$ cat src/rtl/core/qsb_pkg.sv
// ----------------------------------------------------------------------------
// qsb_pkg
// Shared types and constants for the multi-queue shared buffer.
// ----------------------------------------------------------------------------
`default_nettype none

package qsb_pkg;

  localparam int ENTRIES_DEF = 16;
  localparam int QUEUES_DEF  = 4;
  localparam int DATA_W      = 32;
  localparam int QSEL_W      = 2;
  localparam int STATUS_W    = 2;

  typedef enum logic {
    ACT_ENQ = 1'b0,
    ACT_DEQ = 1'b1
  } qsb_action_t;

  typedef enum logic [STATUS_W-1:0] {
    ST_OK    = 2'd0,
    ST_FULL  = 2'd1,
    ST_EMPTY = 2'd2
  } qsb_status_t;

  typedef enum logic [2:0] {
    S_INIT,
    S_IDLE,
    S_LOOK,
    S_LINK,
    S_DEQ
  } qsb_state_t;

endpackage

`default_nettype wire

$ cat src/rtl/core/qsb_intf.sv
// ----------------------------------------------------------------------------
// qsb_intf
// Valid/ready channels for requests and results.
// ----------------------------------------------------------------------------
`default_nettype none

interface qsb_in_if import qsb_pkg::*; ();
  logic                     valid;
  logic                     ready;
  logic                     action;
  logic [QSEL_W-1:0]        queue_select;
  logic signed [DATA_W-1:0] data_in;

  modport source (output valid, output action, output queue_select, output data_in,
                  input ready);
  modport sink   (input valid, input action, input queue_select, input data_in,
                  output ready);
endinterface

interface qsb_out_if import qsb_pkg::*; ();
  logic                     valid;
  logic                     ready;
  logic signed [DATA_W-1:0] data_out;
  logic [STATUS_W-1:0]      status;

  modport source (output valid, output data_out, output status, input ready);
  modport sink   (input valid, input data_out, input status, output ready);
endinterface

`default_nettype wire

$ cat src/rtl/core/qsb_ram.sv
// ----------------------------------------------------------------------------
// qsb_ram
// Generic simple dual-port RAM, one write and one registered read port.
// ----------------------------------------------------------------------------
`default_nettype none

module qsb_ram #(
  parameter int WIDTH = 8,
  parameter int DEPTH = 16,
  localparam int AW   = (DEPTH > 1) ? $clog2(DEPTH) : 1
) (
  input  logic             clk,
  input  logic             we,
  input  logic [AW-1:0]    waddr,
  input  logic [WIDTH-1:0] wdata,
  input  logic             re,
  input  logic [AW-1:0]    raddr,
  output logic [WIDTH-1:0] rdata
);

  logic [WIDTH-1:0] mem [DEPTH];
  logic [WIDTH-1:0] rdata_r;

  always_ff @(posedge clk) begin
    if (we) begin
      mem[waddr] <= wdata;
    end
    if (re) begin
      rdata_r <= mem[raddr];
    end
  end

  assign rdata = rdata_r;

endmodule

`default_nettype wire

$ cat src/rtl/core/multi_queue_shared_buffer_core.sv
// ----------------------------------------------------------------------------
// multi_queue_shared_buffer_core
// Several FIFO queues sharing one entry store through a linked free list.
// ----------------------------------------------------------------------------
// Requests are handled one at a time. A full enqueue, an empty dequeue and
// an enqueue into an empty queue answer from S_LOOK; an enqueue into a
// non-empty queue goes on to S_LINK, since the old tail's link and the new
// entry's link both go through the single write port of the link store; a
// dequeue goes on to S_DEQ, as the head pointer must come out of the queue
// table before the link and data stores can be read at it. A new request is
// taken while the previous result still waits in the output register. After
// reset a clearing pass builds the free list and empties the queue table; no
// request is taken meanwhile.
`default_nettype none

module multi_queue_shared_buffer_core import qsb_pkg::*; #(
  parameter int ENTRIES = ENTRIES_DEF,
  parameter int QUEUES  = QUEUES_DEF
) (
  input  logic      clk,
  input  logic      rst_n,
  qsb_in_if.sink    in_ch,
  qsb_out_if.source out_ch
);

  localparam int IDX_W  = $clog2(ENTRIES);
  localparam int PTR_W  = IDX_W + 1;
  localparam int QIDX_W = (QUEUES > 1) ? $clog2(QUEUES) : 1;
  localparam int SWEEP  = (ENTRIES > QUEUES) ? ENTRIES : QUEUES;
  localparam int CNT_W  = $clog2(SWEEP + 1);
  localparam logic [PTR_W-1:0] NIL = PTR_W'(ENTRIES);

  qsb_state_t               state_r, state_nxt;
  logic [CNT_W-1:0]         init_cnt_r, init_cnt_nxt;
  logic [PTR_W-1:0]         free_head_r, free_head_nxt;
  logic                     act_r, act_nxt;
  logic [QSEL_W-1:0]        q_r, q_nxt;
  logic [DATA_W-1:0]        data_r, data_nxt;
  logic [IDX_W-1:0]         idx_r, idx_nxt;
  logic                     out_valid_r, out_valid_nxt;
  logic [DATA_W-1:0]        out_data_r, out_data_nxt;
  qsb_status_t              out_status_r, out_status_nxt;

  logic                     link_we, link_re;
  logic [IDX_W-1:0]         link_waddr, link_raddr;
  logic [PTR_W-1:0]         link_wdata, link_rdata;
  logic                     data_we, data_re;
  logic [IDX_W-1:0]         data_waddr, data_raddr;
  logic [DATA_W-1:0]        data_wdata, data_rdata;
  logic                     qt_we, qt_re;
  logic [QIDX_W-1:0]        qt_waddr, qt_raddr;
  logic [2*PTR_W-1:0]       qt_wdata, qt_rdata;

  logic [PTR_W-1:0]         qh, qt;
  logic                     q_ok, out_free, in_xfer;

  qsb_ram #(.WIDTH(PTR_W), .DEPTH(ENTRIES)) u_link_ram (
    .clk(clk), .we(link_we), .waddr(link_waddr), .wdata(link_wdata),
    .re(link_re), .raddr(link_raddr), .rdata(link_rdata)
  );

  qsb_ram #(.WIDTH(DATA_W), .DEPTH(ENTRIES)) u_data_ram (
    .clk(clk), .we(data_we), .waddr(data_waddr), .wdata(data_wdata),
    .re(data_re), .raddr(data_raddr), .rdata(data_rdata)
  );

  qsb_ram #(.WIDTH(2*PTR_W), .DEPTH(QUEUES)) u_queue_ram (
    .clk(clk), .we(qt_we), .waddr(qt_waddr), .wdata(qt_wdata),
    .re(qt_re), .raddr(qt_raddr), .rdata(qt_rdata)
  );

  assign qh       = qt_rdata[2*PTR_W-1:PTR_W];
  assign qt       = qt_rdata[PTR_W-1:0];
  assign q_ok     = (32'(q_r) < QUEUES);
  assign out_free = !out_valid_r || out_ch.ready;
  assign in_xfer  = in_ch.valid && in_ch.ready;

  assign in_ch.ready     = (state_r == S_IDLE);
  assign out_ch.valid    = out_valid_r;
  assign out_ch.data_out = out_data_r;
  assign out_ch.status   = out_status_r;

  always_ff @(posedge clk) begin
    if (!rst_n) begin
      state_r     <= S_INIT;
      init_cnt_r  <= '0;
      free_head_r <= '0;
      out_valid_r <= 1'b0;
    end else begin
      state_r     <= state_nxt;
      init_cnt_r  <= init_cnt_nxt;
      free_head_r <= free_head_nxt;
      out_valid_r <= out_valid_nxt;
    end
  end

  always_ff @(posedge clk) begin
    act_r        <= act_nxt;
    q_r          <= q_nxt;
    data_r       <= data_nxt;
    idx_r        <= idx_nxt;
    out_data_r   <= out_data_nxt;
    out_status_r <= out_status_nxt;
  end

  always_comb begin
    state_nxt      = state_r;
    init_cnt_nxt   = init_cnt_r;
    free_head_nxt  = free_head_r;
    act_nxt        = act_r;
    q_nxt          = q_r;
    data_nxt       = data_r;
    idx_nxt        = idx_r;
    out_valid_nxt  = out_valid_r && !out_ch.ready;
    out_data_nxt   = out_data_r;
    out_status_nxt = out_status_r;

    link_we    = 1'b0;
    link_waddr = '0;
    link_wdata = '0;
    link_re    = 1'b0;
    link_raddr = '0;
    data_we    = 1'b0;
    data_waddr = '0;
    data_wdata = '0;
    data_re    = 1'b0;
    data_raddr = '0;
    qt_we      = 1'b0;
    qt_waddr   = '0;
    qt_wdata   = '0;
    qt_re      = 1'b0;
    qt_raddr   = '0;

    unique case (state_r)
      S_INIT: begin
        if (init_cnt_r < CNT_W'(ENTRIES)) begin
          link_we    = 1'b1;
          link_waddr = init_cnt_r[IDX_W-1:0];
          link_wdata = PTR_W'({1'b0, init_cnt_r} + 1'b1);
        end
        if (init_cnt_r < CNT_W'(QUEUES)) begin
          qt_we    = 1'b1;
          qt_waddr = init_cnt_r[QIDX_W-1:0];
          qt_wdata = {NIL, NIL};
        end
        init_cnt_nxt = init_cnt_r + 1'b1;
        if (init_cnt_r == CNT_W'(SWEEP - 1)) begin
          state_nxt = S_IDLE;
        end
      end

      S_IDLE: begin
        if (in_xfer) begin
          act_nxt    = in_ch.action;
          q_nxt      = in_ch.queue_select;
          data_nxt   = in_ch.data_in;
          qt_re      = 1'b1;
          qt_raddr   = QIDX_W'(in_ch.queue_select);
          link_re    = 1'b1;
          link_raddr = free_head_r[IDX_W-1:0];
          state_nxt  = S_LOOK;
        end
      end

      S_LOOK: begin
        if (out_free) begin
          if (act_r == ACT_ENQ) begin
            if (!q_ok || (free_head_r >= NIL)) begin
              out_valid_nxt  = 1'b1;
              out_data_nxt   = '0;
              out_status_nxt = ST_FULL;
              state_nxt      = S_IDLE;
            end else begin
              idx_nxt       = free_head_r[IDX_W-1:0];
              free_head_nxt = link_rdata;
              link_we       = 1'b1;
              link_waddr    = free_head_r[IDX_W-1:0];
              link_wdata    = NIL;
              data_we       = 1'b1;
              data_waddr    = free_head_r[IDX_W-1:0];
              data_wdata    = data_r;
              qt_we         = 1'b1;
              qt_waddr      = QIDX_W'(q_r);
              qt_wdata      = {((qh < NIL) ? qh : free_head_r), free_head_r};
              if ((qh < NIL) && (qt < NIL)) begin
                state_nxt = S_LINK;
              end else begin
                out_valid_nxt  = 1'b1;
                out_data_nxt   = '0;
                out_status_nxt = ST_OK;
                state_nxt      = S_IDLE;
              end
            end
          end else begin
            if (!q_ok || (qh >= NIL)) begin
              out_valid_nxt  = 1'b1;
              out_data_nxt   = '0;
              out_status_nxt = ST_EMPTY;
              state_nxt      = S_IDLE;
            end else begin
              link_re    = 1'b1;
              link_raddr = qh[IDX_W-1:0];
              data_re    = 1'b1;
              data_raddr = qh[IDX_W-1:0];
              state_nxt  = S_DEQ;
            end
          end
        end
      end

      S_LINK: begin
        if (out_free) begin
          link_we        = 1'b1;
          link_waddr     = qt[IDX_W-1:0];
          link_wdata     = {1'b0, idx_r};
          out_valid_nxt  = 1'b1;
          out_data_nxt   = '0;
          out_status_nxt = ST_OK;
          state_nxt      = S_IDLE;
        end
      end

      S_DEQ: begin
        if (out_free) begin
          qt_we          = 1'b1;
          qt_waddr       = QIDX_W'(q_r);
          qt_wdata       = {link_rdata, qt};
          link_we        = 1'b1;
          link_waddr     = qh[IDX_W-1:0];
          link_wdata     = free_head_r;
          free_head_nxt  = qh;
          out_valid_nxt  = 1'b1;
          out_data_nxt   = data_rdata;
          out_status_nxt = ST_OK;
          state_nxt      = S_IDLE;
        end
      end

      default: begin
        state_nxt = S_IDLE;
      end
    endcase
  end

endmodule

`default_nettype wire

$ cat src/flat_wrapper.sv
// flat-port wrapper written by rule: the top's interface ports become plain ports
module multi_queue_shared_buffer_core_flat import qsb_pkg::*;
#(
  parameter int ENTRIES = ENTRIES_DEF,
  parameter int QUEUES  = QUEUES_DEF
)
  (clk, rst_n, in_ch_valid, in_ch_action, in_ch_queue_select, in_ch_data_in, in_ch_ready, out_ch_valid, out_ch_data_out, out_ch_status, out_ch_ready);
  qsb_in_if in_ch_i ();
  qsb_out_if out_ch_i ();
  input  logic clk;
  input  logic rst_n;
  input wire logic [$bits(in_ch_i.valid)-1:0] in_ch_valid;
  input wire logic [$bits(in_ch_i.action)-1:0] in_ch_action;
  input wire logic [$bits(in_ch_i.queue_select)-1:0] in_ch_queue_select;
  input wire logic [$bits(in_ch_i.data_in)-1:0] in_ch_data_in;
  output wire logic [$bits(in_ch_i.ready)-1:0] in_ch_ready;
  output wire logic [$bits(out_ch_i.valid)-1:0] out_ch_valid;
  output wire logic [$bits(out_ch_i.data_out)-1:0] out_ch_data_out;
  output wire logic [$bits(out_ch_i.status)-1:0] out_ch_status;
  input wire logic [$bits(out_ch_i.ready)-1:0] out_ch_ready;
  assign in_ch_i.valid = in_ch_valid;
  assign in_ch_i.action = in_ch_action;
  assign in_ch_i.queue_select = in_ch_queue_select;
  assign in_ch_i.data_in = in_ch_data_in;
  assign in_ch_ready = in_ch_i.ready;
  assign out_ch_valid = out_ch_i.valid;
  assign out_ch_data_out = out_ch_i.data_out;
  assign out_ch_status = out_ch_i.status;
  assign out_ch_i.ready = out_ch_ready;
  multi_queue_shared_buffer_core #(.ENTRIES(ENTRIES), .QUEUES(QUEUES)) u_core (.clk(clk), .rst_n(rst_n), .in_ch(in_ch_i), .out_ch(out_ch_i));
endmodule
$ cat config.mk
export PLATFORM = sky130hd
export DESIGN_NAME = multi_queue_shared_buffer_core_flat
export DESIGN_NICKNAME = d
export VERILOG_FILES = /design/src/rtl/core/qsb_pkg.sv /design/src/rtl/core/qsb_intf.sv /design/src/rtl/core/qsb_ram.sv /design/src/rtl/core/multi_queue_shared_buffer_core.sv /design/src/flat_wrapper.sv
export SDC_FILE = /design/constraint.sdc
export NUM_CORES = 1
export LEC_CHECK = 0
export ABC_AREA = 1
export BUFFER_PORTS_ARGS = -buffer_cell sky130_fd_sc_hd__buf_2
export CAP_MARGIN = 10
export CORE_UTILIZATION = 43
export DETAILED_ROUTE_END_ITERATION = 8
export HOLD_SLACK_MARGIN = 0.1
export RECOVER_POWER = 25
export SLEW_MARGIN = 20
export SYNTH_ARGS = -nofsm -noshare
export SYNTH_HDL_FRONTEND = slang
export SYNTH_HIERARCHICAL = 1
export SYNTH_SLANG_ARGS = --single-unit
$ cat constraint.sdc
create_clock -name clk -period 4.5 [get_ports clk]
set_clock_uncertainty 0.1 [all_clocks]
set_input_delay 0.9 -clock clk [delete_from_list [all_inputs] [get_ports clk]]
set_output_delay 0.9 -clock clk [all_outputs]
set_load 0.005 [all_outputs]
==> metrics.md, run 1 <==
| Metric | Value |
|---|---|
| CTS tree | yes |
| Measured slew at the worst slew-check pin | 1.24 ns |
| Full die area | a little under 80000 sq um |
| Status | completed |
| Synthesized instance count | 3099 |
| Hold path start | in_ch_data_in[22] |
| Pwr Density | 474 nW/um^2 |
| Port Buffer Count | 74 |
| DRC viols | 0 |
| Pin count of the biggest net entering global routing | around 130 |
| Worst EP arrival | approximately 3.7 ns |
| Net Count, Synth | approximately 3100 |
| Hold Vio Cnt, Final | 0 |
| Relative slew slack | about 17% |
| CTS buffer count | 83 |
| Placed inst area | 34400 sq um |
| Core box area | around 76000 sq um |
| Crit path time final | around 3.5 ns |
| Flip-flop and latch count after synthesis | roughly 770 |
| Detail Route Antenna Nets | 0 |
| Post-synth EDFFs | about 750 |
| Startpoint Class | primary input |
| Crit. End Element | register |
| H-tree levels | 3 |
| Antenna cell count | 0 |
| FF-to-FF Start | u_core/out_ch.valid |
| Number of vias per cell | 4.89 |
| Die X | roughly 280 microns |
| Syn_area_per_cell | roughly 11 sq um |
| CTS resizes | 0 |
| GPL Wtd Cong | around 0.9 |
| Synth async-reset ratio | 0% |
| Clock tree buffer depth | 3 |
| Final Cycle Share | 77.2% |
| Critical path peak fanout | 41 |
| VDD IR max | a little over 0.3 mV |
| Top-area cell type share of the netlist area | 68.6% |
| Initial Utilization | a little over two fifths |
| Fin Setup TNS | 0 ns |
| Fin nets | 3230 |
| Total power | between 15 and 20 mW |
| GRT Overall Usage | 19.5% |
| Via count | roughly 21000 |
| Global-route wire length before repair | approximately 120000 microns |
| DRT Wirelength | between 70000 and 80000 microns |
| Root Buffer | clkbuf_16 |
| Yosys warns | 6 |
| Vias in the first global route | 20200 |
| Final setup fails | 0 |
| Dominant synthesized flop cell | edfxtp_1 |
| I/O Pins | 75 |
| Library cells used by synthesis | 32 |
| Die span in y | between 200 and 300 microns |
| Row cnt | approximately 100 |
| Detailed placer's ending HPWL | between 40000 and 50000 microns |
| Critical Path RT | 4.77 ns |
| Layout area overhead | 12.5% |
| Dominant cells by area after synthesis | edfxtp_1 (69%), nand2_1 (10%), nand3_1 (7.5%) |
| Crit-path max cell delay | 0.61 ns |
| Detailed Route Iter0 Violations | about 1600 |
| # clock sinks | between 700 and 800 |
| CP max stage cell | nor2_1 |
| Final Instance Area | ~37000 sq um |
| Synth area leader | edfxtp_1 |
| Setup Buffers After CTS | 0 |
| Top-count cell post-synth | nand2_1 |
| Static leakage | 15.6 nW |
| Global route overflow | 0 |
| Mapped cell area | between 30000 and 40000 sq um |
| Routed wire per std cell | between 15 and 20 microns |
| Synth cell count leaders | nand2_1 (881), edfxtp_1 (752), inv_1 (570), nand3_1 (492), nor2_1 (135) |
| Critical path, cell by cell | buf_2 -> nor2_1 -> inv_1 -> nand2_1 -> buf_4 -> o22ai_2 -> buf_4 -> inv_8 -> nand2_1 -> nand3_1 -> nand3_1 -> nand3_1 -> nand2_1 |
| RSZ-0062 raised after global routing | false |
| Clk slew on worst S/H paths | about 0.06 ns |
| Total of max-cap violations | 0 |
| Layout cell share with drive strength beyond 1 | under 10% |
| Drt first pass iters | 6 |
| Fmax | ~290 MHz |
| Clock Latency Late Sink | 0.62 ns |
| Hold crit path type | primary input to register |
| Initial antenna violation count | 0 |
| Seq/Total Area, Yosys | 69.5% |
| Final Max Slew Viols | 0 |
| Worst setup path startpoint | out_ch_ready |
| Crit Path Category | primary input to register |
| Hold_buf cts | 0 |
==> layout make-up <==
class / instances / area [sq um]
fill: 6837 / 38800
sequential: 766 / 22900
multi-input combinational: 1588 / 6930
inverter: 608 / 2300
clock buffer: 100 / 2200
tap: 978 / 1220
timing repair buffer: 141 / 1050
clock inverter: 48 / 439
==> critical path: cells and delay by family <==
family | cells | cell delay (ns)
compound gates | 1 | 0.09
simple gates | 7 | 1.35
buf+inv | 5 | 1.37
==> worst paths after layout <==
path                                     end  slack (ns)  cells past startpoint
setup reg to reg  u_core/u_link_ram/rdata[3]        1.03                     13
setup / recovery  u_core/u_link_ram/rdata[3]        1.03                     13
hold / removal             u_core/data_r[22]        0.34                      1
hold reg to reg              u_core/idx_r[1]        0.40                      0
==> cell families after synthesis <==
| family | Yosys count | synth area share, % |
|---|---|---|
| compound gates | 40 | 0.673 |
| xor+xnor | 1 | 0.0266 |
| fa+ha+maj | 3 | 0.114 |
| buf+inv | 745 | 9.90 |
| flops | 766 | 69.5 |
| simple gates | 1544 | 19.8 |
==> report_power, final <==
group | internal [mW] | switching (mW) | total (mW)
registers | 8.63 | 0.171 | 8.80
logic | 0.567 | 1.56 | 2.13
clock network | 3.89 | 2.74 | 6.63
total | 13.1 | 4.47 | 17.6
==> flip-flops by register name (all words and copies together), names as in the netlist, 2 cells and up <==
register	flops
u_core/u_queue_ram/rdata	10
u_core/out_ch.data_out	32
u_core/free_head_r	5
u_core/u_link_ram/mem	80
u_core/u_queue_ram/mem	40
u_core/u_link_ram/rdata	5
u_core/idx_r	4
u_core/data_r	32
u_core/init_cnt_r	5
u_core/u_data_ram/mem	512
u_core/q_r	2
u_core/state_r	3
u_core/out_ch.status	2
u_core/u_data_ram/rdata	32
==> per-stage QoR <==
stage	instances	hold WS (ns)	util, %	setup slack, ns
floorplan	3099	0.330	-	0.722
global placement	4081	0.404	45.4	0.806
detailed placement	4081	0.383	45.4	0.763
CTS	4229	0.300	48.9	1.36
global route	4229	0.306	48.8	0.765
finish	4229	0.338	48.8	1.03
==> cells in the final DEF (no fill, tap or decap), types with 2 or more instances in the layout <==
cell type   instances
inv_1             571
buf_2              59
o211ai_1            4
clkbuf_1           37
nand3_1           493
clkinv_1           19
clkbuf_16          86
clkinv_2           17
nand2_2            20
o21ai_0            17
nand2_1           881
clkinvlp_4          2
o22ai_1             5
buf_4              40
dfxtp_1            14
nor2_1            114
inv_2              32
inv_8               2
nor2_4             20
edfxtp_1          752
nand3b_1            2
inv_6               3
nor2_2              4
a21oi_1            11
ha_1                3
nor3_1              6
bufinv_16           7
buf_12             18
==> routing by layer <==
layer  up-vias  GRT usage (%)  wire length (microns)
li1      10200              -                      -
met1      9857           26.4                  32800
met2       531           32.7                  36000
met3       123           2.64                   3710
met4         0           5.75                   1880
met5         -              0                      0
Note: power is estimated with default switching activity, not from simulation.
==> run 2: changes to the inputs <==
- clock period: 4.5 -> 3.3 ns (I/O delays scaled with it)
==> metrics.md, run 2 (synthesized netlist as in run 1, its figures left out) <==
| Metric | Value |
|---|---|
| Status | completed |
| # clock sinks | 766 (unchanged) |
| Startpoint Class | register |
| Combinational Power Share | 12.7% (+0.6 points) |
| FF-to-FF Start | u_core/state_r[2] |
| Die X | 279 microns (unchanged) |
| Sw Share | 25.8% (+0.33 points) |
| Worst EP arrival | 3.16 ns (-0.58 ns) |
| Number of vias per cell | 4.96 (+1.4%) |
| Commonest non-fill, non-tap cells in the layout | nand2_1 (882), edfxtp_1 (752), inv_1 (568) |
| Final Instance Area | 37600 sq um (+1.7%) |
| VDD IR max | 0.391 mV (+29%) |
| Met1 Use GR | 27.1% (+0.69 points) |
| Measured slew at the worst slew-check pin | 1.20 ns (-0.0396 ns) |
| Fin Setup TNS | 0 ns (unchanged) |
| CTS tree | yes |
| Antenna cell count | 0 (unchanged) |
| Final Cycle Share | between 80% and 90% |
| Util after Layout | 49.7% (+0.84 points) |
| GPL Wtd Cong | 0.871 (-2.3%) |
| Row cnt | 101 (unchanged) |
| Layer with the highest usage | met2 |
| Core box area | 75800 sq um (unchanged) |
| CP max stage cell | dfxtp_1 |
| Largest register by flop count | u_core/u_data_ram/mem |
| Final setup fails | 0 (unchanged) |
| Clk slew on worst S/H paths | 0.06 ns (about the same) |
| Total of max-cap violations | 0 (unchanged) |
| Pin count of the biggest net entering global routing | 87 (-33%) |
| I/O Pins | 75 (unchanged) |
| Placed inst area | 34800 sq um (+1.1%) |
| Max FFs per register | 512 (unchanged) |
| Crit-path max cell delay | 0.32 ns (-0.29 ns) |
| Hold Vio Cnt, Final | 0 (unchanged) |
| CTS buffer count | 84 (+1.2%) |
| GRT Overall Usage | 20.3% (+0.78 points) |
| Fmax | roughly 340 MHz |
| Detailed placer's ending HPWL | 44600 microns (+7.8%) |
| Final Max Slew Viols | 0 (unchanged) |
| RSZ-0062 raised after global routing | false |
| DRT Wirelength | 78000 microns (+4.8%) |
| Worst setup path endpoint | u_core/u_data_ram/rdata[4] |
| Global route overflow | 0 (unchanged) |
| DRC viols | 0 (unchanged) |
| Vias in the first global route | 20800 (+2.6%) |
| Clk pwr share | 37.3% (-0.5 points) |
| Layout cell share with drive strength beyond 1 | 10.5% (+0.73 points) |
| Sw Pwr | 6.18 mW (+38%) |
| Fin nets | 3289 (+1.8%) |
| Cell Int Power | 17.8 mW (+36%) |
| Critical path, cell by cell | inv_1 -> nand3_2 -> nor2_1 -> nand2_1 -> nor2_4 -> buf_12 -> buf_12 -> nand2_1 -> nand3_1 -> nand3_1 -> nand3_1 -> nand2_1 |
| Drt first pass iters | 5 (-1) |
| Biggest regs | u_core/u_data_ram/mem (512), u_core/u_link_ram/mem (80), u_core/u_queue_ram/mem (40) |
| FF-to-FF path depth | 12 (-1) |
| Worst setup path startpoint | u_core/state_r[2] |
| H-tree levels | 3 (unchanged) |
| Initial Utilization | 43.4% (unchanged) |
| Hold crit path type | primary input to register |
| Sequential Power Share | 50.1% (about the same) |
| Die span in y | 279 microns (unchanged) |
| GR Layer Usage met3 | 2.83% (+0.18 points) |
| Detail Route Antenna Nets | 0 (unchanged) |
| Port Buffer Count | 74 (unchanged) |
| Relative slew slack | 20.0% (+2.6 points) |
| Routed wire per std cell | 18.2 microns (+3.3%) |
| Initial antenna violation count | 1 (+1) |
| Crit path time final | approximately 2.9 ns |
| Static leakage | 15.9 nW (+1.6%) |
| Pwr Density | 636 nW/um^2 (+34%) |
| Root Buffer | clkbuf_16 |
| Clock Latency Late Sink | 0.64 ns (+0.02 ns) |
| Detailed Route Iter0 Violations | 1878 (+15%) |
| Via count | 21300 (+2.9%) |
| Global-route wire length before repair | 120000 microns (+3.5%) |
| Crit. End Element | register |
| Critical path peak fanout | 69 (+68%) |
| Clock tree buffer depth | 3 (unchanged) |
| Layout area overhead | 14.4% |
| Crit Path Category | register to register |
| Reg2Reg Capture Point | u_core/u_data_ram/rdata[4] |
| M2 GR Usage | 33.8% (+1.1 points) |
| Critical Path RT | 3.55 ns (-1.22 ns) |
| Most common cell after layout, fill and taps aside | nand2_1 |
| Full die area | 77600 sq um (unchanged) |
| Setup Buffers After CTS | 0 (unchanged) |
| Flop2flop setup slack | 0.39 ns (-0.64 ns) |
==> run 2: changes by cell type in the layout (fill, tap and decap cells not counted), moves of 4 or more <==
cell / previous run / this run
buf_12: 18 / 30
buf_4: 40 / 45
clkbuf_1: 37 / 46
dlygate4sd3_1: 0 / 31
nor2_1: 114 / 109
nor2_2: 4 / 8
==> run 2: area by class of cell <==
cell class	count	area [sq um]
clock inverters	48	419
repair buffers	199	1680
well taps	978	1220
multi-input cells	1588	6960
clock buffers	102	2200
flip-flops and latches	766	22900
fillers	6732	38200
inverters	608	2300
==> run 2: routing by layer <==
metal / wire [microns] / part of all wire [%] / vias to the layer above
met2: 37800 / 48 / 588
li1: - / - / 10300
met3: 4230 / 5.4 / 136
met1: 33900 / 43 / 10200
met4: 2170 / 2.8 / 0
met5: 0 / 0 / -
==> run 2: what timing repair did <==
item / CTS / global route
endpoints found under the hold margin: 31 / 0
endpoints found under the setup margin: 0 / 5
gates resized for setup: 0 / 1
hold buffers: 31 / 0
==> run 2: through the flow <==
stage               worst slack [ns]  instances  hold WS [ns]  power [mW]
floorplan                     -0.240       3099         0.330        14.0
global placement               0.391       4108         0.372        15.2
detailed placement             0.231       4108         0.376        15.3
CTS                            0.217       4289         0.104        24.2
global route                   0.142       4289         0.116        24.9
finish                         0.390       4289         0.135        24.0
==> run 2: critical path, delay by kind of cell (launching register included) <==
family	cells	cell delay [ns]
simple gates	9	1.46
flops	1	0.32
buf+inv	3	0.70
==> run 2: how the worst min path moves through the flow <==
| stage | slack [ns] | endpoint | cells past startpoint | from |
|---|---|---|---|---|
| 6_report | 0.14 | u_core/data_r[2] | 1 | in_ch_data_in[2] |
| 5_1_grt | 0.12 | u_core/data_r[2] | 1 | in_ch_data_in[2] |
| 4_1_cts | 0.10 | u_core/data_r[2] | 1 | in_ch_data_in[2] |
| 3_5_place_dp | 0.38 | u_core/idx_r[1] | 0 | u_core/free_head_r[1] |
| 3_3_place_gp | 0.37 | u_core/idx_r[1] | 0 | u_core/free_head_r[1] |
| 2_1_floorplan | 0.33 | u_core/idx_r[1] | 0 | u_core/free_head_r[1] |
==> run 2: power groups by stage <==
stage / combinational (mW) / sequential, mW / clock (mW)
2_1_floorplan: 1.84 / 12.2 / 0
3_3_place_gp: 3.03 / 12.2 / 0
3_5_place_dp: 3.07 / 12.2 / 0
4_1_cts: 3.11 / 12.0 / 9.11
5_1_grt: 3.39 / 12.0 / 9.45
6_report: 3.03 / 12.0 / 8.93
